$ cat config.mk
export PLATFORM = sky130hd
export DESIGN_NAME = rf_pulse_width_code_decoder
export DESIGN_NICKNAME = d
export VERILOG_FILES = /design/src/hw/rtl/rpwc_pkg.sv /design/src/hw/rtl/rpwc_cfg_regs.sv /design/src/hw/rtl/rpwc_pulse_timer.sv /design/src/hw/rtl/rpwc_frame_builder.sv /design/src/hw/rtl/rf_pulse_width_code_decoder.sv
export SDC_FILE = /design/constraint.sdc
export NUM_CORES = 1
export LEC_CHECK = 0
export ABC_AREA = 1
export BUFFER_PORTS_ARGS = -buffer_cell sky130_fd_sc_hd__buf_2
export CORE_MARGIN = 10
export CORE_UTILIZATION = 43
export DETAILED_ROUTE_END_ITERATION = 10
export PLACE_DENSITY = 0.68
export SLEW_MARGIN = 10
export SYNTH_ARGS = -nofsm -noshare
export SYNTH_HDL_FRONTEND = slang
export SYNTH_SLANG_ARGS = --single-unit
$ cat constraint.sdc
create_clock -name aclk -period 3.7 [get_ports aclk]
set_clock_uncertainty 0.05 [all_clocks]
set_input_delay 0.74 -clock aclk [delete_from_list [all_inputs] [get_ports aclk]]
set_output_delay 0.74 -clock aclk [all_outputs]
set_load 0.02 [all_outputs]
$ cat src/hw/rtl/rpwc_pkg.sv
// rpwc_pkg: shared types and constants of the rf pulse width code decoder
// no dependencies

package rpwc_pkg;

    localparam int FRAME_BYTES = 3;
    localparam int SLOT_W      = (FRAME_BYTES > 1) ? $clog2(FRAME_BYTES) : 1;
    localparam int CODE_W      = 24;
    localparam int CNT_W       = 8;
    localparam int BITS_W      = 4;
    localparam int CFG_ADDR_W  = 3;
    localparam int CFG_DATA_W  = 8;

    localparam logic [BITS_W-1:0] BITS_PER_BYTE = BITS_W'(8);
    localparam logic [CNT_W-1:0]  CNT_MAX       = '1;

    typedef enum logic [CFG_ADDR_W-1:0] {
        REG_SHORT_LOW_MIN  = 3'd0,
        REG_SHORT_LOW_MAX  = 3'd1,
        REG_SYNC_LOW_MIN   = 3'd2,
        REG_SYNC_LOW_MAX   = 3'd3,
        REG_IDLE_GAP_TICKS = 3'd4
    } cfg_index_t;

    localparam logic [CFG_DATA_W-1:0] RST_SHORT_LOW_MIN  = 8'd10;
    localparam logic [CFG_DATA_W-1:0] RST_SHORT_LOW_MAX  = 8'd30;
    localparam logic [CFG_DATA_W-1:0] RST_SYNC_LOW_MIN   = 8'd120;
    localparam logic [CFG_DATA_W-1:0] RST_SYNC_LOW_MAX   = 8'd250;
    localparam logic [CFG_DATA_W-1:0] RST_IDLE_GAP_TICKS = 8'd250;

    typedef struct packed {
        logic [CNT_W-1:0] short_low_min;
        logic [CNT_W-1:0] short_low_max;
        logic [CNT_W-1:0] sync_low_min;
        logic [CNT_W-1:0] sync_low_max;
        logic [CNT_W-1:0] idle_gap_ticks;
    } cfg_t;

    typedef struct packed {
        logic             decode;
        logic [CNT_W-1:0] run_len;
    } pulse_evt_t;

    typedef struct packed {
        logic              emit;
        logic [CODE_W-1:0] code;
    } frame_evt_t;

endpackage

$ cat src/hw/rtl/rpwc_cfg_regs.sv
// rpwc_cfg_regs: configuration register file with write-only port
// depends on rpwc_pkg

module rpwc_cfg_regs (
    input  logic                            aclk,
    input  logic                            aresetn,
    input  logic                            cfg_wr_en,
    input  logic [rpwc_pkg::CFG_ADDR_W-1:0] cfg_addr,
    input  logic [rpwc_pkg::CFG_DATA_W-1:0] cfg_wr_data,
    output rpwc_pkg::cfg_t                  cfg
);
    import rpwc_pkg::*;

    cfg_t cfg_reg;
    cfg_t cfg_next;

    always_comb begin
        cfg_next = cfg_reg;
        if (cfg_wr_en) begin
            unique case (cfg_addr)
                REG_SHORT_LOW_MIN:  cfg_next.short_low_min  = cfg_wr_data;
                REG_SHORT_LOW_MAX:  cfg_next.short_low_max  = cfg_wr_data;
                REG_SYNC_LOW_MIN:   cfg_next.sync_low_min   = cfg_wr_data;
                REG_SYNC_LOW_MAX:   cfg_next.sync_low_max   = cfg_wr_data;
                REG_IDLE_GAP_TICKS: cfg_next.idle_gap_ticks = cfg_wr_data;
                default:            cfg_next = cfg_reg;
            endcase
        end
    end

    always_ff @(posedge aclk) begin
        if (!aresetn) begin
            cfg_reg.short_low_min  <= RST_SHORT_LOW_MIN;
            cfg_reg.short_low_max  <= RST_SHORT_LOW_MAX;
            cfg_reg.sync_low_min   <= RST_SYNC_LOW_MIN;
            cfg_reg.sync_low_max   <= RST_SYNC_LOW_MAX;
            cfg_reg.idle_gap_ticks <= RST_IDLE_GAP_TICKS;
        end else begin
            cfg_reg <= cfg_next;
        end
    end

    assign cfg = cfg_reg;

endmodule

$ cat src/hw/rtl/rpwc_pulse_timer.sv
// rpwc_pulse_timer: low/high run counters and post-frame hold-off
// depends on rpwc_pkg

module rpwc_pulse_timer (
    input  logic                aclk,
    input  logic                aresetn,
    input  logic                step,
    input  logic                line_level,
    input  logic                set_hold,
    input  rpwc_pkg::cfg_t      cfg,
    output rpwc_pkg::pulse_evt_t evt
);
    import rpwc_pkg::*;

    logic [CNT_W-1:0] low_cnt_reg, low_cnt_next;
    logic [CNT_W-1:0] high_cnt_reg, high_cnt_next;
    logic             low_seen_reg, low_seen_next;
    logic             hold_reg, hold_next;

    logic             gap;
    logic             hold_mid;
    logic [CNT_W-1:0] high_mid;

    always_comb begin
        gap      = ({1'b0, high_cnt_reg} + (CNT_W+1)'(1)) > {1'b0, cfg.idle_gap_ticks};
        hold_mid = gap ? 1'b0 : hold_reg;
        high_mid = gap ? '0 : high_cnt_reg + CNT_W'(1);

        evt.decode  = step && line_level && low_seen_reg && !hold_mid;
        evt.run_len = low_cnt_reg;

        low_cnt_next  = low_cnt_reg;
        high_cnt_next = high_cnt_reg;
        low_seen_next = low_seen_reg;
        hold_next     = hold_reg;

        if (step) begin
            if (!line_level) begin
                if (low_cnt_reg != CNT_MAX) begin
                    low_cnt_next = low_cnt_reg + CNT_W'(1);
                end
                low_seen_next = 1'b1;
                high_cnt_next = '0;
            end else begin
                high_cnt_next = high_mid;
                hold_next     = hold_mid;
                if (evt.decode) begin
                    high_cnt_next = '0;
                    low_seen_next = 1'b0;
                    low_cnt_next  = '0;
                end
                if (set_hold) begin
                    hold_next = 1'b1;
                end
            end
        end
    end

    always_ff @(posedge aclk) begin
        if (!aresetn) begin
            low_cnt_reg  <= '0;
            high_cnt_reg <= '0;
            low_seen_reg <= 1'b0;
            hold_reg     <= 1'b0;
        end else begin
            low_cnt_reg  <= low_cnt_next;
            high_cnt_reg <= high_cnt_next;
            low_seen_reg <= low_seen_next;
            hold_reg     <= hold_next;
        end
    end

endmodule

$ cat src/hw/rtl/rpwc_frame_builder.sv
// rpwc_frame_builder: bit shifting, byte and frame assembly, repeat check
// depends on rpwc_pkg

module rpwc_frame_builder (
    input  logic                 aclk,
    input  logic                 aresetn,
    input  rpwc_pkg::pulse_evt_t pulse,
    input  rpwc_pkg::cfg_t       cfg,
    output rpwc_pkg::frame_evt_t evt
);
    import rpwc_pkg::*;

    typedef logic [FRAME_BYTES-1:0][7:0] frame_t;

    logic              open_reg, open_next;
    logic [BITS_W-1:0] bits_reg, bits_next;
    logic [SLOT_W-1:0] slot_reg, slot_next;
    logic [7:0]        shift_reg, shift_next;
    frame_t            cur_reg, cur_next;
    frame_t            prev_reg, prev_next;

    logic              is_zero;
    logic              is_sync;
    logic [BITS_W-1:0] bits_dec;
    logic [7:0]        shift_new;
    logic [SLOT_W-1:0] slot_use;
    logic [SLOT_W:0]   slot_inc;
    logic [CODE_W-1:0] code;

    always_comb begin
        is_zero   = (pulse.run_len > cfg.short_low_min) && (pulse.run_len < cfg.short_low_max);
        is_sync   = (pulse.run_len > cfg.sync_low_min) && (pulse.run_len < cfg.sync_low_max);
        bits_dec  = bits_reg - BITS_W'(1);
        shift_new = {shift_reg[6:0], ~is_zero};
        slot_use  = ({1'b0, slot_reg} >= (SLOT_W+1)'(FRAME_BYTES)) ? '0 : slot_reg;
        slot_inc  = {1'b0, slot_use} + (SLOT_W+1)'(1);

        open_next  = open_reg;
        bits_next  = bits_reg;
        slot_next  = slot_reg;
        shift_next = shift_reg;
        cur_next   = cur_reg;
        prev_next  = prev_reg;
        evt.emit   = 1'b0;

        if (pulse.decode) begin
            if (open_reg) begin
                if (bits_dec == '0) begin
                    bits_next           = BITS_PER_BYTE;
                    shift_next          = '0;
                    prev_next[slot_use] = cur_reg[slot_use];
                    cur_next[slot_use]  = shift_new;
                    if (slot_inc >= (SLOT_W+1)'(FRAME_BYTES)) begin
                        slot_next = '0;
                        open_next = 1'b0;
                        evt.emit  = (prev_next == cur_next);
                    end else begin
                        slot_next = slot_inc[SLOT_W-1:0];
                    end
                end else begin
                    bits_next  = bits_dec;
                    shift_next = shift_new;
                end
            end
            if (is_sync) begin
                open_next = 1'b1;
                bits_next = BITS_PER_BYTE;
            end
        end

        // first received byte ends up in the top bits
        code = '0;
        for (int i = 0; i < FRAME_BYTES; i++) begin
            code = {code[CODE_W-9:0], cur_next[i]};
        end
        evt.code = code;
    end

    always_ff @(posedge aclk) begin
        if (!aresetn) begin
            open_reg  <= 1'b0;
            bits_reg  <= '0;
            slot_reg  <= '0;
            shift_reg <= '0;
            cur_reg   <= '0;
            prev_reg  <= '0;
        end else begin
            open_reg  <= open_next;
            bits_reg  <= bits_next;
            slot_reg  <= slot_next;
            shift_reg <= shift_next;
            cur_reg   <= cur_next;
            prev_reg  <= prev_next;
        end
    end

endmodule

$ cat src/hw/rtl/rf_pulse_width_code_decoder.sv
// rf_pulse_width_code_decoder: top level, input beat register, decode, result register
// depends on rpwc_pkg, rpwc_cfg_regs, rpwc_pulse_timer, rpwc_frame_builder
// a frame-completing input beat is held in the input beat register, then its code is captured in the result register
// throughput: one input beat per cycle while m_tready is high
// decode state advances once per input beat, when the beat leaves the input beat register
// reset: aresetn synchronous active low, clears all run and frame state, loads default limits

module rf_pulse_width_code_decoder (
    input  logic                            aclk,
    input  logic                            aresetn,
    input  logic                            s_tvalid,
    output logic                            s_tready,
    input  logic [7:0]                      s_tdata,      // [0] line_level
    output logic                            m_tvalid,
    input  logic                            m_tready,
    output logic [rpwc_pkg::CODE_W-1:0]     m_tdata,      // [23:0] code_word
    input  logic                            cfg_wr_en,
    input  logic [rpwc_pkg::CFG_ADDR_W-1:0] cfg_addr,
    input  logic [rpwc_pkg::CFG_DATA_W-1:0] cfg_wr_data
);
    import rpwc_pkg::*;

    cfg_t       cfg;
    pulse_evt_t pulse;
    frame_evt_t frame;

    logic              in_valid_reg, in_valid_next;
    logic              line_reg, line_next;
    logic              out_valid_reg, out_valid_next;
    logic [CODE_W-1:0] code_reg, code_next;

    logic advance;
    logic step;

    assign advance  = !out_valid_reg || m_tready;
    assign s_tready = !in_valid_reg || advance;
    assign step     = in_valid_reg && advance;

    rpwc_cfg_regs u_cfg (
        .aclk        (aclk),
        .aresetn     (aresetn),
        .cfg_wr_en   (cfg_wr_en),
        .cfg_addr    (cfg_addr),
        .cfg_wr_data (cfg_wr_data),
        .cfg         (cfg)
    );

    rpwc_pulse_timer u_timer (
        .aclk       (aclk),
        .aresetn    (aresetn),
        .step       (step),
        .line_level (line_reg),
        .set_hold   (frame.emit),
        .cfg        (cfg),
        .evt        (pulse)
    );

    rpwc_frame_builder u_frame (
        .aclk    (aclk),
        .aresetn (aresetn),
        .pulse   (pulse),
        .cfg     (cfg),
        .evt     (frame)
    );

    always_comb begin
        in_valid_next = in_valid_reg;
        line_next     = line_reg;
        if (s_tvalid && s_tready) begin
            in_valid_next = 1'b1;
            line_next     = s_tdata[0];
        end else if (advance) begin
            in_valid_next = 1'b0;
        end

        out_valid_next = out_valid_reg;
        code_next      = code_reg;
        if (step && frame.emit) begin
            out_valid_next = 1'b1;
            code_next      = frame.code;
        end else if (m_tready) begin
            out_valid_next = 1'b0;
        end
    end

    always_ff @(posedge aclk) begin
        if (!aresetn) begin
            in_valid_reg  <= 1'b0;
            out_valid_reg <= 1'b0;
        end else begin
            in_valid_reg  <= in_valid_next;
            out_valid_reg <= out_valid_next;
        end
    end

    always_ff @(posedge aclk) begin
        line_reg <= line_next;
        code_reg <= code_next;
    end

    assign m_tvalid = out_valid_reg;
    assign m_tdata  = code_reg;

endmodule
# Word-level counts from Yosys, hierarchy flattened
# Cells that the tools add are included.
# classes
n_shift	0
eq_ne	7
div	0
n_mux	37
multipliers	0
magnitude_cmp	9
addsub	5
n_reduce_logical	31
bitwise	1
# ops
cell	count
24-bit 2-to-1 mux	3
8-bit 2-to-1 mux	8
24-bit bitwise mux	2
24-bit == test	1
2-bit AND reduction	9
8-bit by 1-bit adder with 8-bit output (second input constant)	2
8-bit binary-select mux with 2-bit select	1
8-bit demux with 2-bit select	1
8-bit greater-than comparator	2
8-bit < comparator	2
1-bit 2-to-1 mux	16
4-bit 2-to-1 mux	3
8-bit by 1-bit adder with 9-bit output (second input constant)	1
9-bit by 8-bit greater-than comparator with 1-bit output	1
1-bit logical AND	9
8-bit inequality test (second input constant)	1
2-bit nonzero test	4
7-bit 2-to-1 mux	1
3-bit by 2-bit == test with 1-bit output (second input constant)	2
3-bit AND reduction	2
4-bit logical NOT	1
2-bit 2-to-1 mux	2
4-bit by 1-bit subtractor with 4-bit output (second input constant)	1
2-bit by 1-bit adder with 3-bit output (second input constant)	1
11 further kinds	14
# word_totals
input_bits	24
latch_bits	0
output_inout_bits	26
mem_bits_ro	0
mem_bits_rw	0
regBits	147
memories	0
elab_cells	113

# Logic depth before layout (Yosys ltp)
# logic_depth
depth_word	14
mapped_depth	23
ltp_nobuf	22

# By module
# From an unflattened synthesis, not the netlist that was laid out.
# hier_totals
hier_cells	1177
area_unflattened_um2	8390.5
# by_module_without_submodules
mod	seq_area_each_um2	instances	cells_each	area_each_um2
rpwc_frame_builder	1241.2	1	732	4685.7
rpwc_cfg_regs	800.8	1	217	1537.7
rpwc_pulse_timer	360.3	1	186	1308.8
rf_pulse_width_code_decoder	790.8	1	42	858.3

# Worst setup path after synthesis
# OpenSTA, ideal clock, no wires.
# synth_path
path_kind	reg2reg
from	reg u_timer.high_cnt_reg[0]
to	reg code_reg[0] (netlist: m_tdata[0]), enable pin
arrival_ps	2834
setup_time_ps	379
stages_incl_launch_ff	19
setup_slack_ps	437
path_cell_list	dfxtp_1 ha_1 nand2_1 nor2_2 nand3_1 xor2_1 inv_1 ha_1 nand2_1 inv_1 nand3_1 nand3b_1 nand2_2 nand2_4 nand2_4 nand2_8 nor2_8 nand4_1 inv_1
# synth_between
elab_chain_cells	7
# synth_rtl
item	line	text
from (decl)	rpwc_pulse_timer.sv:16	logic [CNT_W-1:0] high_cnt_reg, high_cnt_next;
from (signal assigned)	rpwc_pulse_timer.sv:67	high_cnt_reg <= high_cnt_next;
8-bit by 1-bit adder with 9-bit output	rpwc_pulse_timer.sv:25	gap = ({1'b0, high_cnt_reg} + (CNT_W+1)'(1)) > {1'b0, cfg.idle_gap_ticks};
9-bit by 8-bit greater-than comparator with 1-bit output	rpwc_pulse_timer.sv:25	
1-bit 2-to-1 mux	rpwc_pulse_timer.sv:26	hold_mid = gap ? 1'b0 : hold_reg;
1-bit logical NOT	rpwc_pulse_timer.sv:29	evt.decode = step && line_level && low_seen_reg && !hold_mid;
1-bit logical AND	rpwc_pulse_timer.sv:29	
1-bit 2-to-1 mux	rpwc_frame_builder.sv:46	if (pulse.decode) begin
1-bit logical AND	rf_pulse_width_code_decoder.sv:78	if (step && frame.emit) begin
to (signal assigned)	rf_pulse_width_code_decoder.sv:98	code_reg <= code_next;
to (decl)	rf_pulse_width_code_decoder.sv:30	logic [CODE_W-1:0] code_reg, code_next;
# No other way between the ends.
# A chain may end at the register's enable or synchronous reset.

==> results.tsv <==
stage	metric	value	unit
cells_and_area	most frequent cells in the layout	314 x nand2_1, 146 x inv_1, 122 x dfxtp_1, 89 x a21oi_1, 80 x nor2_1	
grt	initial antenna violation count	0	
clock_network	Num Clock Sinks	147	
setup_path	Req. time, crit path	3820	ps
yosys	synthesized net count	1211	
setup_path	worst r2r src	u_timer.high_cnt_reg[0]	
yosys	Mapped Avg Cell Area	7.11	µm²
clock_network	CTS tree	done	
min_path	HP Class	flip-flop to flip-flop	
cells_and_area	# nets final	1248	
die	DIE AREA	24800	µm²
routing	Vias	7181	
timing	final period utilization	93.6	%
yosys	Synth Cell Area	8110	µm²
clock_network	number of setup buffers added after CTS	0	
grt	GRT Util Overall	16.5	%
min_path	hold-critical path depth	2	
yosys	Area contributors post-synth	dfxtp_1 30%, nand2_1 15%, edfxtp_1 9.3%, ha_1 7.1%, inv_1 6.8%	
clock_network	Skew-Pair Late Insertion Delay	430	ps
pwr	Cell Pwr Density	390	nW/µm²
die	core box area	18600	µm²
yosys	area leader, netlist	dfxtp_1	
pwr	Peak VDD IR	357	µV
setup_path	worst reg-to-reg setup slack	240	ps
routing	TritonRoute pass-1 iters	5	
grt	Congestion Overflow GR	0	
grt	first-pass GRT wire length	32400	µm
clock_network	clk root buf	clkbuf_16	
min_path	Min-Delay Endpoint	u_frame.prev_reg[8]	
setup_path	nature of the critical path endpoint	flip-flop	
timing	Hold WS	410	ps
routing	post-route ant nets	0	
setup_path	RR Endpoint	m_tdata[0]	
cells_and_area	layout cell share with drive strength beyond 1	13.4	%
timing	Max-slew headroom	43.5	%
setup_path	largest stage delay on the critical path	410	ps
setup_path	CP startpoint kind	flip-flop	
yosys	Seq cells post-synth	147	
clock_network	htree depth	4	
yosys	sequential area share after synthesis	39.4	%
cells_and_area	commonest non-fill, non-tap cell in the layout	nand2_1	
timing	Final WS setup	235	ps
timing	final hold violation count	0	
cells_and_area	Area growth, synth to finish	12.8	%
job	MaxCap Viol Count	0	
setup_path	Setup CP Type	flip-flop to flip-flop	
clock_network	CTS Buffer Depth	2	
placement	DP Worst Slack	243	ps
die	Initial Utilization	43.5	%
yosys	Synth top area share	30.1	%
cells_and_area	ANT cells	0	
setup_path	slowest cell on the critical path	dfxtp_1	
placement	DP Wirelength	13700	µm
clock_network	Worst-path clk slew	60	ps
die	num rows	50	
clock_network	post-cts sizing count	0	
timing	setup violators final	0	
pwr	leakage power	4.26	nW
timing	RSZ-0062 raised after global routing	no	
routing	routed wire length	19900	µm
min_path	worst hold start	u_frame.prev_reg[8]	
timing	actual slew at the worst max-slew pin	847	ps
yosys	synth unique cells	38	
yosys	Synth Instances	1141	
placement	IO buf count	42	
die	Die Y	157	µm
setup_path	crit path cell chain	ha_1 -> nand2_1 -> nor2_2 -> nand3_1 -> xor2_1 -> inv_1 -> ha_1 -> nand2_1 -> inv_1 -> nand3_1 -> nand3b_1 -> nand2_2 -> nand2_4 -> nand2_4 -> nand2_8 -> nor2_8 -> nand2_8 -> o21ai_0 -> inv_1	
setup_path	WP data arrival	3590	ps
outcome	outcome	finished clean	
clock_network	total CTS buffers	17	
yosys	Synth Warn #	0	
timing	FMAX	289	MHz
routing	mean routed wirelength per cell	14.0	µm
timing	crit path time final	3460	ps
die	die width	157	µm
die	IO Pins	50	
setup_path	crit path max fanout	62	
routing	drc violations	0	
grt	vias in the first global route	6541	
timing	Max Slew Vio Count	0	
routing	routed vias/inst	5.04	
cells_and_area	max FFs per register	40	
grt	pin count of the biggest net entering global routing	67	
setup_path	CP dominant cell by count	inv_1	
routing	initial drt markers	581	
placement	Placer Congestion	0.864	
setup_path	Reg2Reg Depth	19	
timing	post-route setup TNS	0	ps
clock_network	cts hold-fix bufs	0	
worst max path at each step:
stage,from,to,slack (ps),depth (start not counted)
6_report,u_timer.high_cnt_reg[0],m_tdata[0],240,19
5_1_grt,u_timer.high_cnt_reg[0],m_tdata[0],2,19
4_1_cts,u_timer.high_cnt_reg[0],m_tdata[0],230,19
3_5_place_dp,u_timer.high_cnt_reg[0],m_tdata[0],240,19
3_3_place_gp,u_timer.high_cnt_reg[0],m_tdata[16],290,19
2_1_floorplan,u_timer.high_cnt_reg[0],m_tdata[0],440,18
routing by layer:
metal / vias up / GRT usage [%] / wire [µm]
met2: 176 / 26.7 / 9280
met4: 0 / 6.37 / 441
met1: 3230 / 20.8 / 9040
met3: 31 / 3.96 / 1170
met5: - / 0 / 0
li1: 3744 / - / -
per-stage QoR:
| step | util [%] | power [W] | cells | cell area, µm² |
|---|---|---|---|---|
| 2_1_floorplan | - | 0.00178 | 1141 | 8110 |
| 3_3_place_gp | 45.8 | 0.00182 | 1393 | 8540 |
| 3_5_place_dp | 45.8 | 0.00182 | 1393 | 8540 |
| 4_1_cts | 49.1 | 0.00359 | 1425 | 9150 |
| 5_1_grt | 49.1 | 0.00368 | 1425 | 9150 |
| 6_report | 49.1 | 0.00356 | 1425 | 9150 |
cells in the mapped netlist (all sizes together):
master and count:
a21oi 89, ha 46, or2 6, nand3 76, dfxtp 122, xor2 6
clkinv 1, nand2 320, a211oi 2, o21ai 95, inv 171, edfxtp 25
xnor2 1, a21o 3, nor2 94, clkbuf 24, nor3 9, and2 2
nand3b 6, nand4 10, buf 14, and3 1, o211ai 18
where the power goes:
group | internal, W | switching, W
combinational | 0.0000419 | 0.0000913
clock | 0.00107 | 0.000702
sequential | 0.00164 | 0.0000129
layout make-up:
cell class	count	area (µm²)
Multi-Input combinational cell	784	4070
Tap cell	234	293
Sequential cell	147	3190
Clock inverter	10	119
Fill cell	1850	9500
Inverter	172	646
Timing Repair Buffer	56	340
Clock buffer	22	485
worst max-delay path: cells and delay by family, from the launching register on:
kind	cells	cell delay, ps
adder cells (fa/ha/maj)	2	510
buffers and inverters	3	200
flip-flops	1	410
AO/OA/AOI/OAI	1	350
XOR/XNOR	1	140
AND/OR/NAND/NOR	12	1540
cell families (layout without fill, tap and decap cells):
family	count (synthesis)	count (layout)	synth area share (%)
and+or+nand+nor	524	524	27.8
xor gates and xnor gates	7	7	0.756
buffers and inverters	210	260	10.4
adders and majority gates	46	46	7.10
DFF	147	147	39.4
AOI/OAI and AO/OA	207	207	14.5
No activity file was read; power rests on OpenSTA's default activity.
